## src/rtl/qjm_pkg.sv

```systemverilog
// ----------------------------------------------------------------------------
// qjm_pkg: shared types and constants of the quintic joint move generator
// Holds the angle type, the fixed-point constants, and the command and status
// structures that join the controller and the datapath.
// ----------------------------------------------------------------------------
package qjm_pkg;

	localparam int NJ     = 7;
	localparam int JOINTS = 7;

	typedef logic signed [26:0] ang_t;
	typedef logic signed [27:0] diff_t;
	typedef logic [2:0]         idx_t;

	localparam logic [2:0]  REG_SPEED   = 3'd0;
	localparam logic [16:0] SPEED_RESET = 17'd13107;
	localparam logic [31:0] DUR_RESET   = 32'd1000000;
	localparam logic [31:0] MIN_DUR     = 32'd500000;
	localparam logic [19:0] US_PER_S    = 20'd1000000;
	localparam logic [16:0] Q_ONE       = 17'd65536;
	localparam logic [19:0] BLEND_A     = 20'd655360;
	localparam logic [19:0] BLEND_B     = 20'd983040;
	localparam logic [5:0]  DUR_ITERS   = 6'd48;
	localparam logic [5:0]  T_ITERS     = 6'd16;

	typedef enum logic [2:0] {
		MS_DUR,
		MS_T2,
		MS_T3,
		MS_INNER,
		MS_ALPHA,
		MS_JOINT
	} mul_sel_t;

	typedef struct packed {
		logic     load;
		logic     maxd_en;
		logic     mul_en;
		mul_sel_t mul_sel;
		logic     div_dur_go;
		logic     div_t_go;
		logic     dur_set;
		logic     elap_en;
		logic     t_set;
		logic     alpha_set;
		logic     joint_wr;
		logic     out_load;
		idx_t     idx;
	} ctl_t;

	typedef struct packed {
		logic div_done;
		logic started;
		logic out_busy;
	} sts_t;

endpackage

```

## src/rtl/qjm_if.sv

```systemverilog
// ----------------------------------------------------------------------------
// qjm_if: channel interfaces of the quintic joint move generator
// Tick request channel, command result channel and register write channel.
// ----------------------------------------------------------------------------
interface qjm_tick_if import qjm_pkg::*; ();
	logic        valid;
	logic        ready;
	logic [15:0] period_us;
	ang_t        start_joint1;
	ang_t        start_joint2;
	ang_t        start_joint3;
	ang_t        start_joint4;
	ang_t        start_joint5;
	ang_t        start_joint6;
	ang_t        start_joint7;

	modport source (output valid, period_us, start_joint1, start_joint2, start_joint3,
		start_joint4, start_joint5, start_joint6, start_joint7, input ready);
	modport sink (input valid, period_us, start_joint1, start_joint2, start_joint3,
		start_joint4, start_joint5, start_joint6, start_joint7, output ready);
endinterface

interface qjm_cmd_if import qjm_pkg::*; ();
	logic valid;
	logic ready;
	ang_t cmd_joint1;
	ang_t cmd_joint2;
	ang_t cmd_joint3;
	ang_t cmd_joint4;
	ang_t cmd_joint5;
	ang_t cmd_joint6;
	ang_t cmd_joint7;
	logic finished;

	modport source (output valid, cmd_joint1, cmd_joint2, cmd_joint3, cmd_joint4,
		cmd_joint5, cmd_joint6, cmd_joint7, finished, input ready);
	modport sink (input valid, cmd_joint1, cmd_joint2, cmd_joint3, cmd_joint4,
		cmd_joint5, cmd_joint6, cmd_joint7, finished, output ready);
endinterface

interface qjm_cfg_if ();
	logic        valid;
	logic        ready;
	logic [2:0]  index;
	logic [26:0] data;

	modport source (output valid, index, data, input ready);
	modport sink (input valid, index, data, output ready);
endinterface

```

## src/rtl/quintic_joint_move_generator.sv

```systemverilog
// ----------------------------------------------------------------------------
// quintic_joint_move_generator: seven-joint minimum-jerk move generator
// Produces one set of joint commands for every timing tick request.
// ----------------------------------------------------------------------------
// The tick channel carries the elapsed period in microseconds and the current
// joint angles, which are latched only by the first request after reset. That
// first request also fixes the move duration from the largest joint distance
// and the speed register. Each request returns one result on the cmd channel
// with the seven commanded angles and the finished flag.
// The cfg channel writes the speed register (index 0) and the goal angles
// (indexes 1 to 7); it is always ready and should be used only while idle.
// The first tick after reset also runs the joint distance scan, the duration
// product and the 48-step duration division. Every tick runs the 16-step
// time division and uses the single shared multiplier four times for the
// blend and once per joint. One tick is processed at a time, so a new tick
// is not taken while one is in progress; the next tick is taken as soon as
// the previous result sits in the output register. If the receiver stalls,
// the result is held and the next tick waits before its result is written.
// Reset clears the move state and restores the register defaults.
// ----------------------------------------------------------------------------
module quintic_joint_move_generator import qjm_pkg::*; (
	input logic       clk,
	input logic       arst_n,
	qjm_tick_if.sink  tick,
	qjm_cmd_if.source cmd,
	qjm_cfg_if.sink   cfg
);

	logic [16:0] speed_q;
	ang_t        goal_q [NJ];
	ang_t        start_in [NJ];
	ang_t        out_cmd [NJ];
	idx_t        goal_idx;
	ctl_t        ctl;
	sts_t        sts;

	assign cfg.ready = 1'b1;
	assign goal_idx  = cfg.index - 3'd1;

	always_ff @(posedge clk or negedge arst_n) begin
		if (!arst_n) begin
			speed_q <= SPEED_RESET;
			for (int j = 0; j < NJ; j++) begin
				goal_q[j] <= '0;
			end
		end else if (cfg.valid) begin
			case (cfg.index)
				REG_SPEED: begin
					speed_q <= cfg.data[16:0];
				end
				default: begin
					goal_q[goal_idx] <= cfg.data;
				end
			endcase
		end
	end

	assign start_in[0] = tick.start_joint1;
	assign start_in[1] = tick.start_joint2;
	assign start_in[2] = tick.start_joint3;
	assign start_in[3] = tick.start_joint4;
	assign start_in[4] = tick.start_joint5;
	assign start_in[5] = tick.start_joint6;
	assign start_in[6] = tick.start_joint7;

	qjm_ctrl u_ctrl (
		.clk      (clk),
		.arst_n   (arst_n),
		.in_valid (tick.valid),
		.in_ready (tick.ready),
		.sts      (sts),
		.ctl      (ctl)
	);

	qjm_dp u_dp (
		.clk          (clk),
		.arst_n       (arst_n),
		.ctl          (ctl),
		.sts          (sts),
		.period_in    (tick.period_us),
		.start_in     (start_in),
		.goal         (goal_q),
		.speed        (speed_q),
		.out_ready    (cmd.ready),
		.out_valid    (cmd.valid),
		.out_cmd      (out_cmd),
		.out_finished (cmd.finished)
	);

	assign cmd.cmd_joint1 = out_cmd[0];
	assign cmd.cmd_joint2 = out_cmd[1];
	assign cmd.cmd_joint3 = out_cmd[2];
	assign cmd.cmd_joint4 = out_cmd[3];
	assign cmd.cmd_joint5 = out_cmd[4];
	assign cmd.cmd_joint6 = out_cmd[5];
	assign cmd.cmd_joint7 = out_cmd[6];

endmodule

```

## src/rtl/qjm_div.sv

```systemverilog
// ----------------------------------------------------------------------------
// qjm_div: restoring divider, one quotient bit per cycle
// Runs a programmable number of steps from a given partial remainder.
// ----------------------------------------------------------------------------
module qjm_div import qjm_pkg::*; (
	input  logic        clk,
	input  logic        arst_n,
	input  logic        go,
	input  logic [31:0] rem0,
	input  logic [47:0] num,
	input  logic [31:0] dvs,
	input  logic [5:0]  iters,
	output logic        done,
	output logic [47:0] quot
);

	logic        busy_q;
	logic        done_q;
	logic [5:0]  cnt_q;
	logic [5:0]  last_q;
	logic [31:0] rem_q;
	logic [47:0] num_q;
	logic [47:0] quot_q;
	logic [31:0] dvs_q;
	logic [32:0] sh;
	logic [32:0] sub;
	logic        ge;

	assign sh   = {rem_q, num_q[47]};
	assign sub  = sh - {1'b0, dvs_q};
	assign ge   = sh >= {1'b0, dvs_q};
	assign done = done_q;
	assign quot = quot_q;

	always_ff @(posedge clk or negedge arst_n) begin
		if (!arst_n) begin
			busy_q <= 1'b0;
			done_q <= 1'b0;
			cnt_q  <= '0;
		end else begin
			done_q <= 1'b0;
			if (go) begin
				busy_q <= 1'b1;
				cnt_q  <= '0;
			end else if (busy_q) begin
				cnt_q <= cnt_q + 6'd1;
				if (cnt_q == last_q) begin
					busy_q <= 1'b0;
					done_q <= 1'b1;
				end
			end
		end
	end

	always_ff @(posedge clk) begin
		if (go) begin
			rem_q  <= rem0;
			num_q  <= num;
			dvs_q  <= dvs;
			quot_q <= '0;
			last_q <= iters - 6'd1;
		end else if (busy_q) begin
			rem_q  <= ge ? sub[31:0] : sh[31:0];
			num_q  <= {num_q[46:0], 1'b0};
			quot_q <= {quot_q[46:0], ge};
		end
	end

endmodule

```

## src/rtl/qjm_dp.sv

```systemverilog
// ----------------------------------------------------------------------------
// qjm_dp: datapath of the quintic joint move generator
// Move state, shared multiplier, divider, blend evaluation and result register.
// ----------------------------------------------------------------------------
module qjm_dp import qjm_pkg::*; (
	input  logic        clk,
	input  logic        arst_n,
	input  ctl_t        ctl,
	output sts_t        sts,
	input  logic [15:0] period_in,
	input  ang_t        start_in [NJ],
	input  ang_t        goal [NJ],
	input  logic [16:0] speed,
	input  logic        out_ready,
	output logic        out_valid,
	output ang_t        out_cmd [NJ],
	output logic        out_finished
);

	ang_t               start_q [NJ];
	ang_t               cmd_q [NJ];
	ang_t               out_cmd_q [NJ];
	logic [15:0]        period_q;
	logic [27:0]        maxd_q;
	logic [31:0]        dur_q;
	logic [31:0]        elapsed_q;
	logic               started_q;
	logic               done_q;
	logic [16:0]        t_q;
	logic [16:0]        t3_q;
	logic [16:0]        alpha_q;
	logic signed [49:0] prod_q;
	logic               out_valid_q;
	logic               out_fin_q;

	idx_t               jsel;
	idx_t               wi;
	diff_t              diff;
	logic [27:0]        adiff;
	logic signed [28:0] ma;
	logic signed [20:0] mb;
	logic [19:0]        six_t;
	logic [19:0]        inner_b;
	logic [19:0]        v;
	logic [17:0]        s;
	logic               div_done;
	logic [47:0]        quot;
	logic [31:0]        dur_raw;
	logic [32:0]        sum;
	logic signed [49:0] shifted;
	logic [27:0]        cval;

	assign jsel    = (32'(ctl.idx) < NJ) ? ctl.idx : '0;
	assign wi      = ctl.idx - 3'd1;
	assign diff    = {goal[jsel][26], goal[jsel]} - {start_q[jsel][26], start_q[jsel]};
	assign adiff   = diff[27] ? 28'(-diff) : 28'(diff);
	assign six_t   = ({3'b0, t_q} << 2) + ({3'b0, t_q} << 1);
	assign inner_b = BLEND_B - six_t;
	assign v       = BLEND_A - prod_q[35:16];
	assign s       = (speed == '0) ? 18'd1 : {speed, 1'b0};
	assign dur_raw = (|quot[47:32]) ? 32'hFFFF_FFFF : quot[31:0];
	assign sum     = {1'b0, elapsed_q} + {17'b0, period_q};
	assign shifted = prod_q >>> 16;
	assign cval    = {start_q[wi][26], start_q[wi]} + shifted[27:0];

	always_comb begin
		case (ctl.mul_sel)
			MS_T2: begin
				ma = {12'b0, t_q};
				mb = {4'b0, t_q};
			end
			MS_T3: begin
				ma = {12'b0, prod_q[32:16]};
				mb = {4'b0, t_q};
			end
			MS_INNER: begin
				ma = {12'b0, t_q};
				mb = {1'b0, inner_b};
			end
			MS_ALPHA: begin
				ma = {12'b0, t3_q};
				mb = {1'b0, v};
			end
			MS_JOINT: begin
				ma = {diff[27], diff};
				mb = {4'b0, alpha_q};
			end
			default: begin
				ma = {1'b0, maxd_q};
				mb = {1'b0, US_PER_S};
			end
		endcase
	end

	qjm_div u_div (
		.clk    (clk),
		.arst_n (arst_n),
		.go     (ctl.div_dur_go | ctl.div_t_go),
		.rem0   (ctl.div_dur_go ? 32'd0 : elapsed_q),
		.num    (ctl.div_dur_go ? prod_q[47:0] : 48'd0),
		.dvs    (ctl.div_dur_go ? {6'b0, s, 8'b0} : dur_q),
		.iters  (ctl.div_dur_go ? DUR_ITERS : T_ITERS),
		.done   (div_done),
		.quot   (quot)
	);

	always_ff @(posedge clk or negedge arst_n) begin
		if (!arst_n) begin
			started_q   <= 1'b0;
			done_q      <= 1'b0;
			elapsed_q   <= '0;
			dur_q       <= DUR_RESET;
			out_valid_q <= 1'b0;
		end else begin
			if (ctl.dur_set) begin
				started_q <= 1'b1;
				dur_q     <= (dur_raw < MIN_DUR) ? MIN_DUR : dur_raw;
			end
			if (ctl.elap_en) begin
				elapsed_q <= sum[32] ? 32'hFFFF_FFFF : sum[31:0];
			end
			if (ctl.t_set && (elapsed_q >= dur_q)) begin
				done_q <= 1'b1;
			end
			if (ctl.out_load) begin
				out_valid_q <= 1'b1;
			end else if (out_ready) begin
				out_valid_q <= 1'b0;
			end
		end
	end

	always_ff @(posedge clk) begin
		if (ctl.load) begin
			period_q <= period_in;
			maxd_q   <= '0;
			if (!started_q) begin
				start_q <= start_in;
			end
		end
		if (ctl.maxd_en && (adiff > maxd_q)) begin
			maxd_q <= adiff;
		end
		if (ctl.mul_en) begin
			prod_q <= ma * mb;
		end
		if (ctl.mul_en && (ctl.mul_sel == MS_INNER)) begin
			t3_q <= prod_q[32:16];
		end
		if (ctl.t_set) begin
			t_q <= (elapsed_q >= dur_q) ? Q_ONE : {1'b0, quot[15:0]};
		end
		if (ctl.alpha_set) begin
			alpha_q <= (prod_q[36:16] > {4'b0, Q_ONE}) ? Q_ONE : prod_q[32:16];
		end
		if (ctl.joint_wr) begin
			if (32'(wi) >= JOINTS) begin
				cmd_q[wi] <= '0;
			end else if (done_q) begin
				cmd_q[wi] <= goal[wi];
			end else begin
				cmd_q[wi] <= cval[26:0];
			end
		end
		if (ctl.out_load) begin
			out_cmd_q <= cmd_q;
			out_fin_q <= done_q;
		end
	end

	assign sts.div_done  = div_done;
	assign sts.started   = started_q;
	assign sts.out_busy  = out_valid_q & ~out_ready;
	assign out_valid     = out_valid_q;
	assign out_cmd       = out_cmd_q;
	assign out_finished  = out_fin_q;

endmodule

```

## src/rtl/qjm_ctrl.sv

```systemverilog
// ----------------------------------------------------------------------------
// qjm_ctrl: sequencer of the quintic joint move generator
// Steps the datapath through duration setup, time scaling, blend and joints.
// ----------------------------------------------------------------------------
module qjm_ctrl import qjm_pkg::*; (
	input  logic clk,
	input  logic arst_n,
	input  logic in_valid,
	output logic in_ready,
	input  sts_t sts,
	output ctl_t ctl
);

	typedef enum logic [16:0] {
		S_IDLE  = 17'b00000000000000001,
		S_MAXD  = 17'b00000000000000010,
		S_DMUL  = 17'b00000000000000100,
		S_DGO   = 17'b00000000000001000,
		S_DWAIT = 17'b00000000000010000,
		S_DSET  = 17'b00000000000100000,
		S_ELAP  = 17'b00000000001000000,
		S_TGO   = 17'b00000000010000000,
		S_TWAIT = 17'b00000000100000000,
		S_TSET  = 17'b00000001000000000,
		S_T2    = 17'b00000010000000000,
		S_T3    = 17'b00000100000000000,
		S_INNER = 17'b00001000000000000,
		S_ALPHA = 17'b00010000000000000,
		S_ASAT  = 17'b00100000000000000,
		S_JOINT = 17'b01000000000000000,
		S_OUT   = 17'b10000000000000000
	} state_t;

	state_t state_q;
	state_t state_d;
	idx_t   idx_q;
	idx_t   idx_d;

	assign in_ready = (state_q == S_IDLE);

	always_comb begin
		state_d = state_q;
		idx_d   = idx_q;
		ctl     = '0;
		ctl.idx = idx_q;
		case (state_q)
			S_IDLE: begin
				if (in_valid) begin
					ctl.load = 1'b1;
					idx_d    = '0;
					state_d  = sts.started ? S_ELAP : S_MAXD;
				end
			end
			S_MAXD: begin
				ctl.maxd_en = 1'b1;
				idx_d       = idx_q + 3'd1;
				if (32'(idx_q) == JOINTS - 1) begin
					state_d = S_DMUL;
				end
			end
			S_DMUL: begin
				ctl.mul_en  = 1'b1;
				ctl.mul_sel = MS_DUR;
				state_d     = S_DGO;
			end
			S_DGO: begin
				ctl.div_dur_go = 1'b1;
				state_d        = S_DWAIT;
			end
			S_DWAIT: begin
				if (sts.div_done) begin
					state_d = S_DSET;
				end
			end
			S_DSET: begin
				ctl.dur_set = 1'b1;
				state_d     = S_ELAP;
			end
			S_ELAP: begin
				ctl.elap_en = 1'b1;
				state_d     = S_TGO;
			end
			S_TGO: begin
				ctl.div_t_go = 1'b1;
				state_d      = S_TWAIT;
			end
			S_TWAIT: begin
				if (sts.div_done) begin
					state_d = S_TSET;
				end
			end
			S_TSET: begin
				ctl.t_set = 1'b1;
				state_d   = S_T2;
			end
			S_T2: begin
				ctl.mul_en  = 1'b1;
				ctl.mul_sel = MS_T2;
				state_d     = S_T3;
			end
			S_T3: begin
				ctl.mul_en  = 1'b1;
				ctl.mul_sel = MS_T3;
				state_d     = S_INNER;
			end
			S_INNER: begin
				ctl.mul_en  = 1'b1;
				ctl.mul_sel = MS_INNER;
				state_d     = S_ALPHA;
			end
			S_ALPHA: begin
				ctl.mul_en  = 1'b1;
				ctl.mul_sel = MS_ALPHA;
				state_d     = S_ASAT;
			end
			S_ASAT: begin
				ctl.alpha_set = 1'b1;
				idx_d         = '0;
				state_d       = S_JOINT;
			end
			S_JOINT: begin
				ctl.mul_sel  = MS_JOINT;
				ctl.mul_en   = (32'(idx_q) < NJ);
				ctl.joint_wr = (idx_q != '0);
				idx_d        = idx_q + 3'd1;
				if (32'(idx_q) == NJ) begin
					state_d = S_OUT;
				end
			end
			S_OUT: begin
				if (!sts.out_busy) begin
					ctl.out_load = 1'b1;
					state_d      = S_IDLE;
				end
			end
			default: begin
				state_d = S_IDLE;
			end
		endcase
	end

	always_ff @(posedge clk or negedge arst_n) begin
		if (!arst_n) begin
			state_q <= S_IDLE;
			idx_q   <= '0;
		end else begin
			state_q <= state_d;
			idx_q   <= idx_d;
		end
	end

endmodule

```

## src/flat_wrapper.sv

```systemverilog
// flat-port wrapper written by rule: the top's interface ports become plain ports
module quintic_joint_move_generator_flat import qjm_pkg::*;
  (clk, arst_n, tick_valid, tick_period_us, tick_start_joint1, tick_start_joint2, tick_start_joint3, tick_start_joint4, tick_start_joint5, tick_start_joint6, tick_start_joint7, tick_ready, cmd_valid, cmd_cmd_joint1, cmd_cmd_joint2, cmd_cmd_joint3, cmd_cmd_joint4, cmd_cmd_joint5, cmd_cmd_joint6, cmd_cmd_joint7, cmd_finished, cmd_ready, cfg_valid, cfg_index, cfg_data, cfg_ready);
  qjm_tick_if tick_i ();
  qjm_cmd_if cmd_i ();
  qjm_cfg_if cfg_i ();
  input logic clk;
  input logic arst_n;
  input wire logic [$bits(tick_i.valid)-1:0] tick_valid;
  input wire logic [$bits(tick_i.period_us)-1:0] tick_period_us;
  input wire logic [$bits(tick_i.start_joint1)-1:0] tick_start_joint1;
  input wire logic [$bits(tick_i.start_joint2)-1:0] tick_start_joint2;
  input wire logic [$bits(tick_i.start_joint3)-1:0] tick_start_joint3;
  input wire logic [$bits(tick_i.start_joint4)-1:0] tick_start_joint4;
  input wire logic [$bits(tick_i.start_joint5)-1:0] tick_start_joint5;
  input wire logic [$bits(tick_i.start_joint6)-1:0] tick_start_joint6;
  input wire logic [$bits(tick_i.start_joint7)-1:0] tick_start_joint7;
  output wire logic [$bits(tick_i.ready)-1:0] tick_ready;
  output wire logic [$bits(cmd_i.valid)-1:0] cmd_valid;
  output wire logic [$bits(cmd_i.cmd_joint1)-1:0] cmd_cmd_joint1;
  output wire logic [$bits(cmd_i.cmd_joint2)-1:0] cmd_cmd_joint2;
  output wire logic [$bits(cmd_i.cmd_joint3)-1:0] cmd_cmd_joint3;
  output wire logic [$bits(cmd_i.cmd_joint4)-1:0] cmd_cmd_joint4;
  output wire logic [$bits(cmd_i.cmd_joint5)-1:0] cmd_cmd_joint5;
  output wire logic [$bits(cmd_i.cmd_joint6)-1:0] cmd_cmd_joint6;
  output wire logic [$bits(cmd_i.cmd_joint7)-1:0] cmd_cmd_joint7;
  output wire logic [$bits(cmd_i.finished)-1:0] cmd_finished;
  input wire logic [$bits(cmd_i.ready)-1:0] cmd_ready;
  input wire logic [$bits(cfg_i.valid)-1:0] cfg_valid;
  input wire logic [$bits(cfg_i.index)-1:0] cfg_index;
  input wire logic [$bits(cfg_i.data)-1:0] cfg_data;
  output wire logic [$bits(cfg_i.ready)-1:0] cfg_ready;
  assign tick_i.valid = tick_valid;
  assign tick_i.period_us = tick_period_us;
  assign tick_i.start_joint1 = tick_start_joint1;
  assign tick_i.start_joint2 = tick_start_joint2;
  assign tick_i.start_joint3 = tick_start_joint3;
  assign tick_i.start_joint4 = tick_start_joint4;
  assign tick_i.start_joint5 = tick_start_joint5;
  assign tick_i.start_joint6 = tick_start_joint6;
  assign tick_i.start_joint7 = tick_start_joint7;
  assign tick_ready = tick_i.ready;
  assign cmd_valid = cmd_i.valid;
  assign cmd_cmd_joint1 = cmd_i.cmd_joint1;
  assign cmd_cmd_joint2 = cmd_i.cmd_joint2;
  assign cmd_cmd_joint3 = cmd_i.cmd_joint3;
  assign cmd_cmd_joint4 = cmd_i.cmd_joint4;
  assign cmd_cmd_joint5 = cmd_i.cmd_joint5;
  assign cmd_cmd_joint6 = cmd_i.cmd_joint6;
  assign cmd_cmd_joint7 = cmd_i.cmd_joint7;
  assign cmd_finished = cmd_i.finished;
  assign cmd_i.ready = cmd_ready;
  assign cfg_i.valid = cfg_valid;
  assign cfg_i.index = cfg_index;
  assign cfg_i.data = cfg_data;
  assign cfg_ready = cfg_i.ready;
  quintic_joint_move_generator u_core (.clk(clk), .arst_n(arst_n), .tick(tick_i), .cmd(cmd_i), .cfg(cfg_i));
endmodule
```

## config.mk

```make
export PLATFORM = sky130hd
export DESIGN_NAME = quintic_joint_move_generator_flat
export DESIGN_NICKNAME = d
export VERILOG_FILES = /design/src/rtl/qjm_pkg.sv /design/src/rtl/qjm_if.sv /design/src/rtl/quintic_joint_move_generator.sv /design/src/rtl/qjm_div.sv /design/src/rtl/qjm_dp.sv /design/src/rtl/qjm_ctrl.sv /design/src/flat_wrapper.sv
export SDC_FILE = /design/constraint.sdc
export NUM_CORES = 2
export LEC_CHECK = 0
export ABC_AREA = 1
export BUFFER_PORTS_ARGS = -buffer_cell sky130_fd_sc_hd__buf_2
export CAP_MARGIN = 20
export CORE_MARGIN = 2
export CORE_UTILIZATION = 25
export CTS_CLUSTER_DIAMETER = 40
export DETAILED_ROUTE_END_ITERATION = 6
export GPL_TIMING_DRIVEN = 0
export PLACE_DENSITY = 0.5
export SYNTH_ARGS = -nofsm -noshare
export SYNTH_HDL_FRONTEND = slang
export SYNTH_SLANG_ARGS = --single-unit
export TNS_END_PERCENT = 10
```

## constraint.sdc

```tcl
create_clock -name clk -period 9.25 [get_ports clk]
set_clock_uncertainty 0.15 [all_clocks]
set_input_delay 0.925 -clock clk [delete_from_list [all_inputs] [get_ports clk]]
set_output_delay 0.925 -clock clk [all_outputs]
set_load 0.02 [all_outputs]
```

==> qor.yml <==
global_routing:
  use_met2_pct: 33.5
  grtUsageTotal_pct: 22.2
  grt_util_met1_pct: 30.7
  grt_start_max_net_pins: 109
  antenna_found_initial: 69
  met3_usage_pct: 4.46
  grt_pass1_vias: 68300
  grt_pass1_wl_um: 507000
  grt_busiest_layer: "met2"
  grt_overflow: 0
worst_setup_path:
  crit_buf_inv: 12
  path_max_fanout: 10
  crit_type: "reg2reg"
  crit_path_end_kind: "flip-flop"
  r2r-start: "u_core.u_ctrl.idx_q[1]"
  r2r_slack_ns: -0.88
  r2r_cells: 46
  critPathRequiredTime_ns: 9.71
  regToRegEndpoint: "u_core.u_dp.prod_q[34]"
  crit_path_top_delay_cell: "fa_1"
  crit_family: "adder cells"
  cp-start-kind: "flip-flop"
  cp_data_arrival_time_ns: 10.59
  cpPeakStageDelay_ns: 0.63
layout:
  syn2layout_area_growth_pct: 26.8
  final_util_pct: 31.9
  instances_no_fill: 13700
  drive_gt1_share_pct: 19.0
  fillCellCount: 32200
  nets: 10500
route:
  via_count: 69000
  drt-initial-drc-count: 8415
  viasPerCell: 5.05
  wl_um: 360000
  wl_per_cell_um: 26.4
  antenna_left: 0
  post-route-drc-count: 0
  firstDrtPassIters: 7
clock_tree:
  clk_latency_ns: 0.88
  h-tree-depth: 4
  clk_path_buf_depth: 3
  cts_tree: "yes"
  clock-root-buffer: "clkbuf_16"
  clk_pin_slew_ns: 0.05
  clock-sinks: 1173
  cts_buffers: 198
run:
  max_cap_viol_count: 0
synth:
  synthCells: 8441
  synth_top_area_share_pct: 31.5
  synthDistinctLibCells: 80
  yosysTopAreaCell: "edfxtp_1"
  synth_flop_cell: "edfxtp_1"
  syn_area_um2: 78500
  synth-seq-area-share_pct: 42.3
  async_reset_ff_share_pct: 25.7
  synth_seq_cells: 1173
  synth_area_leaders: "edfxtp_1, fa_1, dfrtp_1"
  ys_warn_count: 0
  syn_avg_cell_area_um2: 9.30
  synth-edff-count: 824
timing:
  finalMaxSlewViolations: 0
  tightestPinTransition_ns: 1.36
  fin_ws_ns: -0.879
  holdWs_ns: 0.0817
  fin_crit_sh_pct: 110
  fin_crit_ns: 10.13
  fmax_mhz: 98.7
  hold_viol_final: 0
  rsz0062_at_grt: "yes"
  setup_viol: 31
  slew_headroom_pct: 9.66
status:
  violations: "negative setup slack"
  outcome: "finished with violations"
die:
  core_um2: 312000
  die_w_um: 565
  dieHeight_um: 565
  die_area_um2: 319000
  initial_utilization_pct: 25.2
  pin_count: 433
  num_rows: 205
placed_design:
  placed_cells: 13100
  gp_congestion: 1.01
  port_buffers: 431
  dp.final_hpwl_um: 283000
  place_ws_ns: -4.72
worst_hold_path:
  hp-start: "tick_start_joint4[4]"
  min_path_cells: 1
  hp-class: "in2reg"
  hold_path_end: "u_core.u_dp.start_q[85]"
cells in the final DEF, fill, tap and decap left out, drive strengths merged, types with 35 or more instances in the layout:
cell type and count:
xnor2 52, nor2 773, a22o 42, nor3 67
nand4 78, clkinv 75, a221oi 43, dfrtp 285
a21oi 366, inv 1417, xor2 88, o22ai 151
a31oi 35, buf 779, clkbuf 448, nand3 267
o21ai 672, o31ai 66, edfxtp 824, a32o 40
fa 571, nand2 1595, dfxtp 48, o211ai 63
ha 328
final cells by class:
type | count | area [um2] | share of cell area [%]
Inverter | 1381 | 5270 | 5.29
Tap cell | 4140 | 5180 | 5.20
Clock buffer | 218 | 5090 | 5.11
Sequential cell | 1173 | 33300 | 33.4
Timing Repair Buffer | 685 | 4900 | 4.92
Timing Repair inverter | 1 | 7.51 | 0.00754
Antenna cell | 27 | 67.6 | 0.0678
Multi-Input combinational cell | 5562 | 41600 | 41.8
Clock inverter | 154 | 1810 | 1.82
Buffer | 325 | 2410 | 2.42
flip-flops by register name, indices dropped and copies added (netlist names), 28 cells and up:
register and count:
u_core.u_dp.elapsed_q 32, u_core.u_dp.cmd_q 189, u_core.u_dp.u_div.quot 48, u_core.u_dp.maxd_q 28, u_core.u_dp.u_div.dvs_q 32, u_core.u_dp.u_div.num_q 48, u_core.u_dp.out_cmd 189, u_core.u_dp.start_q 189
u_core.u_dp.dur_q 32, u_core.u_dp.prod_q 48, u_core.goal_q 189, u_core.u_dp.u_div.rem_q 32
routing by layer:
metal,part of all wire [%],vias to the layer above
li1,-,30000
met1,43,34600
met2,43,3638
met3,8.8,771
met4,4.6,10
met5,0.017,-
stage by stage:
step	setup TNS [ns]	area, um2
final	-15.50	99600
after floorplan	-166.58	78500
after CTS	-10.75	99100
after global placement	-1459.53	85900
after global routing	-24.58	99600
after detailed placement	-232.16	87200
synthesized netlist by cell type (12+ instances only):
| cell | instances |
|---|---|
| nor2_1 | 756 |
| buf_1 | 18 |
| clkbuf_1 | 227 |
| o221ai_1 | 29 |
| nand2_1 | 1587 |
| o21a_1 | 21 |
| dfstp_2 | 16 |
| a21o_1 | 12 |
| nor3_1 | 64 |
| a32o_1 | 40 |
| a21oi_1 | 359 |
| o211ai_1 | 63 |
| o22ai_1 | 151 |
| ha_1 | 328 |
| a22oi_1 | 22 |
| nor2_2 | 12 |
| a31oi_1 | 35 |
| inv_1 | 1332 |
| a22o_1 | 42 |
| nand3_1 | 263 |
| o21bai_1 | 12 |
| or2_2 | 25 |
| dfxtp_1 | 48 |
| fa_1 | 571 |
| nor4_1 | 23 |
| o21ai_1 | 35 |
| a211oi_1 | 16 |
| a2bb2oi_1 | 15 |
| inv_2 | 37 |
| o31ai_1 | 64 |
| a221oi_1 | 40 |
| buf_2 | 64 |
| dfrtp_1 | 285 |
| xnor2_1 | 52 |
| o21ai_0 | 628 |
| xor2_1 | 88 |
| edfxtp_1 | 824 |
| nand4_1 | 78 |
| o2111ai_1 | 14 |
repair_timing:
action,in CTS,in global routing
resized for setup,876,65
pin swaps,183,63
buffers inserted,159,12
hold buffers,1,0
endpoints found under the setup margin,218,35
cloned,6,0
hold endpoints to repair,32,0
worst max-delay path by stage:
stage / endpoint / slack, ns / startpoint / depth (start not counted)
after floorplan: u_core.u_dp.out_cmd[0] / -0.86 / u_core.u_ctrl.state_q[15] / 9
after global placement: u_core.u_dp.out_cmd[103] / -5.42 / u_core.u_ctrl.state_q[15] / 9
after detailed placement: u_core.u_dp.prod_q[45] / -4.72 / u_core.u_ctrl.idx_q[1] / 43
after CTS: u_core.u_dp.prod_q[44] / -0.70 / u_core.u_ctrl.idx_q[1] / 46
after global routing: u_core.u_dp.prod_q[34] / -1.16 / u_core.u_ctrl.idx_q[1] / 47
final: u_core.u_dp.prod_q[34] / -0.88 / u_core.u_ctrl.idx_q[1] / 46
logic make-up after synthesis:
kind of cell	count (synthesis)	synth area share, %
simple gates	2852	14.8
buf+inv	1707	8.40
compound gates	1667	13.1
flops	1173	42.3
fa+ha+maj	899	19.8
xor+xnor	140	1.56
other cells	2	0.00956
mux	1	0.0127
Power is left out: the tool's default activity adds up to more than one toggle a clock period on the data nets, which glitch-free logic cannot reach.
